**config.mk**
```make
export PLATFORM = sky130hd
export DESIGN_NAME = vector_pipe_stall_scoreboard
export DESIGN_NICKNAME = d
export VERILOG_FILES = /design/src/rtl/svps_pkg.sv /design/src/rtl/svps_lane.sv /design/src/rtl/svps_merge.sv /design/src/rtl/vector_pipe_stall_scoreboard.sv
export SDC_FILE = /design/constraint.sdc
export NUM_CORES = 1
export LEC_CHECK = 0
export BUFFER_PORTS_ARGS = -buffer_cell sky130_fd_sc_hd__buf_2
export CORE_MARGIN = 2
export CORE_UTILIZATION = 55
export CTS_CLUSTER_SIZE = 16
export DETAILED_ROUTE_END_ITERATION = 10
export GPL_TIMING_DRIVEN = 0
export PLACE_DENSITY = 0.74
export SYNTH_ARGS = -nofsm -noshare
export SYNTH_HDL_FRONTEND = slang
export SYNTH_SLANG_ARGS = --single-unit
```
**constraint.sdc**
```tcl
create_clock -name clock -period 10.4 [get_ports clock]
set_input_delay 0.52 -clock clock [delete_from_list [all_inputs] [get_ports clock]]
set_output_delay 0.52 -clock clock [all_outputs]
set_load 0.005 [all_outputs]
```
**src/rtl/svps_pkg.sv**
```systemverilog
// Types, constants and decode helpers for the vector pipe stall scoreboard.
`default_nettype none

package svps_pkg;

   localparam int LANES      = 4;
   localparam int REG_BITS   = 5;
   localparam int MASK_BITS  = 4;
   localparam int FIELD_BITS = REG_BITS + MASK_BITS;
   localparam int NUM_VREADS = 4;
   localparam int RSP_BITS   = 16;

   typedef struct packed {
      logic [REG_BITS-1:0]  regno;
      logic [MASK_BITS-1:0] mask;
   } vec_op_type;

   // writes of one pair, already cleared where the register is not tracked
   typedef struct packed {
      vec_op_type          lo;
      vec_op_type          hi;
      logic [REG_BITS-1:0] int_reg;
      logic                int_en;
   } wr_info_type;

   function automatic logic reg_ok(input logic [REG_BITS-1:0] regno, input int num_regs);
      return (regno != '0) && (int'(regno) < num_regs);
   endfunction

   function automatic vec_op_type decode_vec(input logic [FIELD_BITS-1:0] field,
                                             input int num_regs);
      vec_op_type op;
      op.regno = field[FIELD_BITS-1:MASK_BITS];
      op.mask  = field[MASK_BITS-1:0];
      if (!reg_ok(op.regno, num_regs)) begin
         op.mask = '0;
      end
      return op;
   endfunction

endpackage

`default_nettype wire

```
**src/rtl/svps_lane.sv**
```systemverilog
// One lane of the dependency check: which window entries wrote a lane that is read.
`default_nettype none

module svps_lane
   import svps_pkg::*;
#(
   parameter int WIN_DEPTH = 3,
   parameter int LANE      = 0
) (
   input  vec_op_type            rd_op     [NUM_VREADS],
   input  wr_info_type           win_info  [WIN_DEPTH],
   input  logic [WIN_DEPTH-1:0]  win_valid,
   output logic [WIN_DEPTH-1:0]  hit
);

   always_comb begin
      hit = '0;
      for (int k = 0; k < WIN_DEPTH; k++) begin
         for (int r = 0; r < NUM_VREADS; r++) begin
            if (win_valid[k] && rd_op[r].mask[LANE]) begin
               if ((win_info[k].lo.mask[LANE] && (win_info[k].lo.regno == rd_op[r].regno)) ||
                   (win_info[k].hi.mask[LANE] && (win_info[k].hi.regno == rd_op[r].regno))) begin
                  hit[k] = 1'b1;
               end
            end
         end
      end
   end

endmodule

`default_nettype wire

```
**src/rtl/svps_merge.sv**
```systemverilog
// Merge stage: combines lane and integer hits and works out the issue time.
`default_nettype none

module svps_merge
   import svps_pkg::*;
#(
   parameter int WIN_DEPTH   = 3,
   parameter int MAC_LATENCY = 4,
   parameter int TIME_BITS   = 16
) (
   input  logic [WIN_DEPTH-1:0] lane_hit  [LANES],
   input  logic [REG_BITS-1:0]  int_rd_a,
   input  logic                 int_rd_a_en,
   input  logic [REG_BITS-1:0]  int_rd_b,
   input  logic                 int_rd_b_en,
   input  wr_info_type          win_info  [WIN_DEPTH],
   input  logic [TIME_BITS-1:0] win_time  [WIN_DEPTH],
   input  logic [WIN_DEPTH-1:0] win_valid,
   input  logic [TIME_BITS-1:0] pipe_time,
   output logic [TIME_BITS-1:0] ready_time,
   output logic [TIME_BITS-1:0] pipe_next,
   output logic [RSP_BITS-1:0]  stall_out,
   output logic [RSP_BITS-1:0]  issue_out
);

   localparam int EXT_BITS = (TIME_BITS > RSP_BITS) ? TIME_BITS : RSP_BITS;

   logic [WIN_DEPTH-1:0] hit;
   logic [WIN_DEPTH-1:0] sel;
   logic [TIME_BITS-1:0] hit_time;
   logic [TIME_BITS-1:0] issue;
   logic [TIME_BITS:0]   sum_lat;
   logic [TIME_BITS:0]   sum_one;
   logic [EXT_BITS-1:0]  issue_ext;
   logic [EXT_BITS-1:0]  stall_ext;

   always_comb begin
      hit = '0;
      for (int k = 0; k < WIN_DEPTH; k++) begin
         for (int l = 0; l < LANES; l++) begin
            hit[k] = hit[k] | lane_hit[l][k];
         end
         if (win_valid[k] && win_info[k].int_en &&
             ((int_rd_a_en && (int_rd_a == win_info[k].int_reg)) ||
              (int_rd_b_en && (int_rd_b == win_info[k].int_reg)))) begin
            hit[k] = 1'b1;
         end
      end
   end

   // entry 0 is the newest; ready times only grow with age going down,
   // so the newest hit carries the latest ready time
   always_comb begin
      hit_time = '0;
      for (int k = 0; k < WIN_DEPTH; k++) begin
         sel[k] = hit[k] &&
                  !(|(hit & WIN_DEPTH'((64'd1 << k) - 64'd1)));
         if (sel[k]) begin
            hit_time = hit_time | win_time[k];
         end
      end
   end

   always_comb begin
      issue   = (hit_time > pipe_time) ? hit_time : pipe_time;
      sum_lat = {1'b0, issue} + (TIME_BITS+1)'(MAC_LATENCY);
      sum_one = {1'b0, issue} + (TIME_BITS+1)'(1);
      ready_time = sum_lat[TIME_BITS] ? '1 : sum_lat[TIME_BITS-1:0];
      pipe_next  = sum_one[TIME_BITS] ? '1 : sum_one[TIME_BITS-1:0];
      issue_ext  = EXT_BITS'(issue);
      stall_ext  = EXT_BITS'(issue - pipe_time);
      issue_out  = issue_ext[RSP_BITS-1:0];
      stall_out  = stall_ext[RSP_BITS-1:0];
   end

endmodule

`default_nettype wire

```
**src/rtl/vector_pipe_stall_scoreboard.sv**
```systemverilog
// Top level of the vector pipe stall scoreboard.
`default_nettype none

// Takes one decoded instruction pair per cycle while req_stall is low and
// returns its stall and issue time from a registered output. A ready time
// written more than MAC_LATENCY-1 pairs ago can never exceed the current pipe
// time, so the scoreboard keeps only a window of the last MAC_LATENCY-1 pairs'
// writes; four lane checkers and an integer check compare the reads against
// that window in parallel and a merge stage picks the newest match. The rate
// is set by the loop from the window and pipe time through the merge compare
// and saturating add back into the window. A two-entry output buffer absorbs
// rsp_stall; req_stall rises only when both entries hold results. No clearing
// pass is needed after reset or start_block.
module vector_pipe_stall_scoreboard
   import svps_pkg::*;
#(
   parameter int MAC_LATENCY = 4,
   parameter int NUM_REGS    = 32,
   parameter int TIME_BITS   = 16
) (
   input  logic                  clock,
   input  logic                  reset,
   input  logic                  req_valid,
   output logic                  req_stall,
   input  logic                  req_start_block,
   input  logic [FIELD_BITS-1:0] req_lo_read_a,
   input  logic [FIELD_BITS-1:0] req_lo_read_b,
   input  logic [FIELD_BITS-1:0] req_hi_read_a,
   input  logic [FIELD_BITS-1:0] req_hi_read_b,
   input  logic [REG_BITS-1:0]   req_int_read_a,
   input  logic [REG_BITS-1:0]   req_int_read_b,
   input  logic [FIELD_BITS-1:0] req_lo_write,
   input  logic [FIELD_BITS-1:0] req_hi_write,
   input  logic [REG_BITS-1:0]   req_int_load_write,
   output logic                  rsp_valid,
   input  logic                  rsp_stall,
   output logic [RSP_BITS-1:0]   rsp_stall_cycles,
   output logic [RSP_BITS-1:0]   rsp_issue_time
);

   localparam int WIN_DEPTH = (MAC_LATENCY > 1) ? MAC_LATENCY - 1 : 1;

   // window of recent writes
   wr_info_type          win_info_ff  [WIN_DEPTH];
   wr_info_type          win_info_in  [WIN_DEPTH];
   logic [TIME_BITS-1:0] win_time_ff  [WIN_DEPTH];
   logic [TIME_BITS-1:0] win_time_in  [WIN_DEPTH];
   logic [WIN_DEPTH-1:0] win_valid_ff;
   logic [WIN_DEPTH-1:0] win_valid_in;
   logic [TIME_BITS-1:0] pipe_ff;
   logic [TIME_BITS-1:0] pipe_in;

   // output buffer
   logic                 rsp_valid_ff, rsp_valid_in;
   logic [RSP_BITS-1:0]  rsp_cycles_ff, rsp_cycles_in;
   logic [RSP_BITS-1:0]  rsp_issue_ff, rsp_issue_in;
   logic                 skid_valid_ff, skid_valid_in;
   logic [RSP_BITS-1:0]  skid_cycles_ff, skid_cycles_in;
   logic [RSP_BITS-1:0]  skid_issue_ff, skid_issue_in;

   logic                 accept;
   logic                 pop;
   vec_op_type           rd_op [NUM_VREADS];
   wr_info_type          new_info;
   logic [WIN_DEPTH-1:0] win_valid_eff;
   logic [TIME_BITS-1:0] pipe_eff;
   logic [WIN_DEPTH-1:0] lane_hit [LANES];
   logic [TIME_BITS-1:0] ready_time;
   logic [TIME_BITS-1:0] pipe_next;
   logic [RSP_BITS-1:0]  stall_out;
   logic [RSP_BITS-1:0]  issue_out;

   assign accept    = req_valid && !skid_valid_ff;
   assign pop       = rsp_valid_ff && !rsp_stall;
   assign req_stall = skid_valid_ff;
   assign rsp_valid = rsp_valid_ff;
   assign rsp_stall_cycles = rsp_cycles_ff;
   assign rsp_issue_time   = rsp_issue_ff;

   always_comb begin
      rd_op[0] = decode_vec(req_lo_read_a, NUM_REGS);
      rd_op[1] = decode_vec(req_lo_read_b, NUM_REGS);
      rd_op[2] = decode_vec(req_hi_read_a, NUM_REGS);
      rd_op[3] = decode_vec(req_hi_read_b, NUM_REGS);
      new_info.lo      = decode_vec(req_lo_write, NUM_REGS);
      new_info.hi      = decode_vec(req_hi_write, NUM_REGS);
      new_info.int_reg = req_int_load_write;
      new_info.int_en  = reg_ok(req_int_load_write, NUM_REGS);
      // start_block wipes history before this transaction is checked
      win_valid_eff = req_start_block ? '0 : win_valid_ff;
      pipe_eff      = req_start_block ? '0 : pipe_ff;
   end

   for (genvar l = 0; l < LANES; l++) begin : g_lane
      svps_lane #(
         .WIN_DEPTH (WIN_DEPTH),
         .LANE      (l)
      ) u_lane (
         .rd_op     (rd_op),
         .win_info  (win_info_ff),
         .win_valid (win_valid_eff),
         .hit       (lane_hit[l])
      );
   end

   svps_merge #(
      .WIN_DEPTH   (WIN_DEPTH),
      .MAC_LATENCY (MAC_LATENCY),
      .TIME_BITS   (TIME_BITS)
   ) u_merge (
      .lane_hit    (lane_hit),
      .int_rd_a    (req_int_read_a),
      .int_rd_a_en (reg_ok(req_int_read_a, NUM_REGS)),
      .int_rd_b    (req_int_read_b),
      .int_rd_b_en (reg_ok(req_int_read_b, NUM_REGS)),
      .win_info    (win_info_ff),
      .win_time    (win_time_ff),
      .win_valid   (win_valid_eff),
      .pipe_time   (pipe_eff),
      .ready_time  (ready_time),
      .pipe_next   (pipe_next),
      .stall_out   (stall_out),
      .issue_out   (issue_out)
   );

   always_comb begin
      win_info_in  = win_info_ff;
      win_time_in  = win_time_ff;
      win_valid_in = win_valid_ff;
      pipe_in      = pipe_ff;
      if (accept) begin
         win_info_in[0]  = new_info;
         win_time_in[0]  = ready_time;
         win_valid_in[0] = 1'b1;
         for (int k = 1; k < WIN_DEPTH; k++) begin
            win_info_in[k]  = win_info_ff[k-1];
            win_time_in[k]  = win_time_ff[k-1];
            win_valid_in[k] = win_valid_eff[k-1];
         end
         pipe_in = pipe_next;
      end
   end

   always_comb begin
      rsp_valid_in   = rsp_valid_ff;
      rsp_cycles_in  = rsp_cycles_ff;
      rsp_issue_in   = rsp_issue_ff;
      skid_valid_in  = skid_valid_ff;
      skid_cycles_in = skid_cycles_ff;
      skid_issue_in  = skid_issue_ff;
      if (!rsp_valid_ff || pop) begin
         if (skid_valid_ff) begin
            rsp_valid_in  = 1'b1;
            rsp_cycles_in = skid_cycles_ff;
            rsp_issue_in  = skid_issue_ff;
            skid_valid_in = 1'b0;
         end else begin
            rsp_valid_in  = accept;
            rsp_cycles_in = stall_out;
            rsp_issue_in  = issue_out;
         end
      end else if (accept) begin
         skid_valid_in  = 1'b1;
         skid_cycles_in = stall_out;
         skid_issue_in  = issue_out;
      end
   end

   always_ff @(posedge clock) begin
      win_info_ff    <= win_info_in;
      win_time_ff    <= win_time_in;
      rsp_cycles_ff  <= rsp_cycles_in;
      rsp_issue_ff   <= rsp_issue_in;
      skid_cycles_ff <= skid_cycles_in;
      skid_issue_ff  <= skid_issue_in;
      if (reset) begin
         win_valid_ff  <= '0;
         pipe_ff       <= '0;
         rsp_valid_ff  <= 1'b0;
         skid_valid_ff <= 1'b0;
      end else begin
         win_valid_ff  <= win_valid_in;
         pipe_ff       <= pipe_in;
         rsp_valid_ff  <= rsp_valid_in;
         skid_valid_ff <= skid_valid_in;
      end
   end

endmodule

`default_nettype wire

```
After elaboration in Yosys (flattened, before gate mapping):

Cells that the tools add are included.

* bits in registers: 205
* logic and storage cells: 417
* output and inout bits: 34

* bitwise logic cells: 12
* multiplexer cells: 113
* add/subtract/negate cells: 3
* $lt $le $gt $ge: 1
* eq/ne operators: 30
* reductions and logical operators: 229

Operators by type and width (number)
* 1-bit logical AND: 160
* 5-bit equality test: 30
* 16-bit two-way mux: 8
* 1-bit two-way mux: 100
* 1-bit logical OR: 52
* 5-bit nonzero test: 9
* 16-bit OR: 2
* 16-bit by 1-bit adder with 17-bit output, second input constant: 1
* 16-bit by 3-bit adder with 17-bit output, second input constant: 1
* 16-bit greater-than comparator: 1
* 4-bit two-way mux: 4
* 16-bit subtractor: 1
* 1-bit OR: 9
* 1-bit zero test: 5
* 2-bit OR reduction: 2
* 3-bit two-way mux: 1
* 2-bit AND reduction: 1
* 1-bit NOT: 1

Logic depth before layout (Yosys ltp):

* depth after elaboration: 24
* depth in mapped cells: 40

Cells and area by module:

From an unflattened synthesis, not the netlist that was laid out.

* cell total of the unflattened synthesis: 1630
* area total of the unflattened synthesis: 16412.0 µm²

Modules (own cells, without submodules)
* vector_pipe_stall_scoreboard: times used 1, area an instance 7094.3 µm², cells an instance 375
* svps_lane: times used 4, area an instance 1592.8 µm², cells an instance 201
* svps_merge: times used 1, area an instance 2946.6 µm², cells an instance 451

Least setup slack after synthesis:

No wires, ideal clock.

* kind: input to register
* start: input req_lo_read_b[7]
* end: register rsp_cycles_ff[14] (netlist: rsp_stall_cycles[14]) (data pin)
* path buffers: 4
* stages on the path: 38
* path slack: 1.895 ns
* arrival: 8.244 ns
* library setup time: 0.261 ns
* cell sequence: clkbuf_1 > or4_4 > o21ai_0 > nor4_1 > a2111oi_0 > o2111ai_1 > nor4_1 > nor3_2 > buf_4 > buf_6 > a211oi_2 > nor2_1 > ha_1 > nor2b_1 > o21a_1 > o21ai_0 > a211o_1 > o21ai_0 > [2 not listed] > buf_1 > nand2_1 > o31ai_2 > inv_1 > fa_1 > nor2b_1 > o21ai_0 > a21boi_0 > o21ai_0 > a21boi_0 > o21ai_0 > a21boi_0 > o21ai_0 > nand2b_1 > a21oi_1 > o21ai_0 > nor4b_1 > a311o_1

* longest elaborated chain between the ends: 22
* elaborated cells on any way between the ends: 154

Ends and longest elaborated chain
* start: declaration: line vector_pipe_stall_scoreboard.sv:27 `input logic [FIELD_BITS-1:0] req_lo_read_b,`
* 5-bit equality test (on tied branches): line svps_lane.sv:21, svps_lane.sv:22
* 1-bit logical AND (on tied branches): line svps_lane.sv:21, svps_lane.sv:22
* 1-bit logical OR: line svps_lane.sv:21 `if ((win_info[k].lo.mask[LANE] && (win_info[k].lo.regno == rd_op[r].regno)) ||`
* 1-bit two-way mux: line svps_lane.sv:21
* 1-bit two-way mux: line svps_lane.sv:20 `if (win_valid[k] && rd_op[r].mask[LANE]) begin`
* 1-bit two-way mux: line svps_lane.sv:21
* 1-bit two-way mux: line svps_lane.sv:20
* 1-bit two-way mux: line svps_lane.sv:21
* [7 not listed]
* 16-bit two-way mux: line svps_merge.sv:58 `if (sel[k]) begin`
* 16-bit OR: line svps_merge.sv:59 `hit_time = hit_time | win_time[k];`
* 16-bit two-way mux (*): line svps_merge.sv:58
* 16-bit greater-than comparator: line svps_merge.sv:65 `issue = (hit_time > pipe_time) ? hit_time : pipe_time;`
* 16-bit two-way mux (*): line svps_merge.sv:65
* named net issue_out[1]: line vector_pipe_stall_scoreboard.sv:71 `logic [RSP_BITS-1:0] issue_out;`
* 16-bit subtractor (*): line svps_merge.sv:71 `stall_ext = EXT_BITS'(issue - pipe_time);`
* 16-bit two-way mux (*): line vector_pipe_stall_scoreboard.sv:152 `if (skid_valid_ff) begin`
* end signal: assignment: line vector_pipe_stall_scoreboard.sv:172 `rsp_cycles_ff <= rsp_cycles_in;`
* end: declaration: line vector_pipe_stall_scoreboard.sv:55 `logic [RSP_BITS-1:0] rsp_cycles_ff, rsp_cycles_in;`

The timed path passes the listed nets; every way through them passes the cells marked *.
A chain may end at the register's enable or synchronous reset.

Worst setup path in the final report:

Ends and elaborated chain as after synthesis.

==> metrics.txt <==
Root Buffer Master sky130_fd_sc_hd__clkbuf_16; antenna violations before repair 0; pin count of the biggest net entering global routing 43; most instantiated cells after synthesis 184 x sky130_fd_sc_hd__edfxtp_1, 126 x sky130_fd_sc_hd__xnor2_1, 85 x sky130_fd_sc_hd__nor2_1; worst clock skew on the final layout 0.0186 ns; cell leakage power 5.13 nW; placer congestion estimate 0.945; number of flops mapped to enable cells by yosys 184; Yosys top cell by area sky130_fd_sc_hd__edfxtp_1; Layout Area Growth over Synthesis 13.6%; chip width 153 µm; number of pins with negative max-slew slack in the final report 0; average routed wire per standard cell 20.6 µm; number of fillers in the final layout 1764; Post-Place Cells 1507; H-Tree Depth 1; CTS tree done; number of buffers inserted during clock tree synthesis 23; biggest cell delay along the critical path 0.61 ns; initial cell density of the core 56.1%; critical path's slowest cell sky130_fd_sc_hd__or4_4; min cycle time layout 9.74 ns; gate count after technology mapping 1136; wire length of the first global-routing pass 49900 µm; maxcap violations 0; portion of the clock cycle consumed by the worst path in the final layout 93.6%; Port Buffer Count 88; Crit path required time 10.66 ns; Final HPWL DP 24000 µm; Iter 0 DRT Violations 894; portion of the post-synthesis area used by sequential elements 48.4%; Setup TNS Final 0 ns; clock insertion delay at the later pin of the skew report 0.51 ns; Most Frequent Cell on Critical Path sky130_fd_sc_hd__o21ai_0; full die area 0.0236 mm²; top cell type's share of synthesized area 45.0%; per-cell via count in the routed design 6.07; number of failing hold endpoints at the final stage 0; number of hold buffers added after cts 0; Critical Setup Path Class input port to register; leading post-synthesis cells by cell area sky130_fd_sc_hd__edfxtp_1 45%, sky130_fd_sc_hd__xnor2_1 9.0%, sky130_fd_sc_hd__xor2_1 3.8%, sky130_fd_sc_hd__dfxtp_1 3.4%, sky130_fd_sc_hd__ha_1 3.4%; Crit path arrival time 9.99 ns; tightest slew margin relative to the limit 33.5%; gr usage total 26.8%; total congestion overflow 0; core area 0.0219 mm²; actual transition at the worst max-transition pin 0.991 ns; endpoint type of the worst setup path register; worst vdd ir 0.000143 V; ports placed on the boundary 108; total via count after detailed routing 9406; share of final-layout standard cells stronger than drive strength 1 18.3%; number of nets at the end of the flow 1360; result of the run complete, no violations; Post-DRT Antenna Nets 0; via count of the first global-routing pass 9056; library cell with the highest instance count after synthesis sky130_fd_sc_hd__edfxtp_1; Cell Count, Final, Fillers Out 1549; clock-pin slew of the registers on the worst-case setup and hold paths 0.06 ns; CP Launch Point req_lo_read_b[7]; CP Launch Type input port; total wire length after detailed routing 31900 µm; final setup fails 0; class of the worst hold path input port to register; worst-path maximum fanout 10; R2R Setup Slk 0.92 ns; syn avg cell area 10.8 µm²; peak clock frequency supported by timing 103 MHz; Post-synth ARST share 0%; area of the multi-input gates 0.00584 mm²; maximum count of clock buffers along a single path 3; number of detailed-routing iterations run before antenna repair 5; # diodes 0; number of buffers inserted by post-CTS setup repair 0; power per standard cell area 232 mW/mm²; Synth Warn # 0; register bit total from synthesis 205; CTS Sinks 205; height of the die 153 µm; Sequential cell area 0.00595 mm²; DRC viols 0; unrepaired setup endpoints after global routing no; Worst Min Path Start req_hi_write[4]; post-synth cell types 79; worst reg2reg path startpoint win_info_ff[36]; Row Count 54; mapped cell area 0.0123 mm²; Synth Flop Type sky130_fd_sc_hd__edfxtp_1; Post-Synthesis Net Count 1244
## per-stage QoR
step	area [µm²]	utilization (%)	worst slack (ns)	hold WS (ns)	total power, W
final	14000	63.8	0.662	0.204	0.00324
after global routing	14000	63.8	0.0327	0.193	0.00342
after CTS	13900	63.6	0.253	0.190	0.00323
after detailed placement	13200	60.1	-0.479	0.435	0.00239
after global placement	13100	59.8	-0.264	0.429	0.00235
after floorplan	12300	-	1.90	0.420	0.00207
## state kept, by name, summed over array words and instances (netlist names)
signal	cells
rsp_issue_time	16
win_valid_ff	3
req_stall	1
skid_cycles_ff	16
rsp_stall_cycles	16
rsp_valid	1
skid_issue_ff	16
win_time_ff	48
pipe_ff	16
win_info_ff	72
## cell usage in the layout (no fill, tap or decap), types with 8 or more instances in the layout
cell,n
sky130_fd_sc_hd__nand3_1,44
sky130_fd_sc_hd__inv_1,59
sky130_fd_sc_hd__a211oi_1,15
sky130_fd_sc_hd__nor4_1,12
sky130_fd_sc_hd__a22oi_1,8
sky130_fd_sc_hd__dfxtp_1,21
sky130_fd_sc_hd__mux2_2,29
sky130_fd_sc_hd__nor2b_1,15
sky130_fd_sc_hd__nor2_1,83
sky130_fd_sc_hd__nand2_1,62
sky130_fd_sc_hd__xnor2_1,126
sky130_fd_sc_hd__buf_2,104
sky130_fd_sc_hd__edfxtp_1,184
sky130_fd_sc_hd__clkbuf_1,35
sky130_fd_sc_hd__clkbuf_16,23
sky130_fd_sc_hd__nand2b_1,22
sky130_fd_sc_hd__xor2_1,53
sky130_fd_sc_hd__o21bai_1,8
sky130_fd_sc_hd__nor3_1,53
sky130_fd_sc_hd__a211oi_2,10
sky130_fd_sc_hd__a21oi_1,39
sky130_fd_sc_hd__o21ai_0,33
sky130_fd_sc_hd__or4_1,9
sky130_fd_sc_hd__ha_1,33
sky130_fd_sc_hd__nand4_1,14
## critical path, delay by kind of cell
kind                     cells  cell delay [ns]
buffers and inverters        5             1.22
adder cells (fa/ha/maj)      2             0.78
AND/OR/NAND/NOR             11             2.45
AO/OA/AOI/OAI               20             4.99
## cell families after synthesis
kind of cell             Yosys count  share of synthesized area, %
AND/OR/NAND/NOR                  362                          15.4
buffers and inverters            124                          4.40
adder cells (fa/ha/maj)           34                          3.52
flip-flops                       205                          48.4
AO/OA/AOI/OAI                    201                          12.7
XOR/XNOR                         179                          12.8
multiplexers                      31                          2.82
## worst paths after layout
path / end / cells past startpoint
min: win_info_ff[58] / 1
max reg2reg: rsp_stall_cycles[14] / 38
max: rsp_stall_cycles[14] / 38
min reg2reg: win_time_ff[8] / 0
## layout make-up
| type | count | share of cell area [%] |
|---|---|---|
| well taps | 280 | 2.51 |
| flip-flops and latches | 205 | 42.6 |
| repair buffers | 91 | 3.59 |
| multi-input cells | 807 | 41.8 |
| clock buffers | 31 | 4.63 |
| clock inverters | 11 | 0.968 |
| inverters | 59 | 1.59 |
| plain buffers | 65 | 2.32 |
## what timing repair did
action / in CTS / in global routing
endpoints found under the hold margin: 0 / 0
endpoints found under the setup margin: 1 / 4
resized for setup: 1 / 9
## where the power goes
group	internal, W	switching (W)	total [W]
combinational	0.000494	0.000682	0.00118
clock	0.000510	0.000328	0.000838
sequential	0.00116	0.0000693	0.00123
total	0.00216	0.00108	0.00324
## metal layers
layer  vias up  track usage (%)  share of wire [%]
met5         -                0                  0
met1      4490             40.0                 45
met4         0             6.47                1.8
met2       470             40.1                 44
li1       4392                -                  -
met3        54             5.84                9.7
No activity file was read; power rests on OpenSTA's default activity.
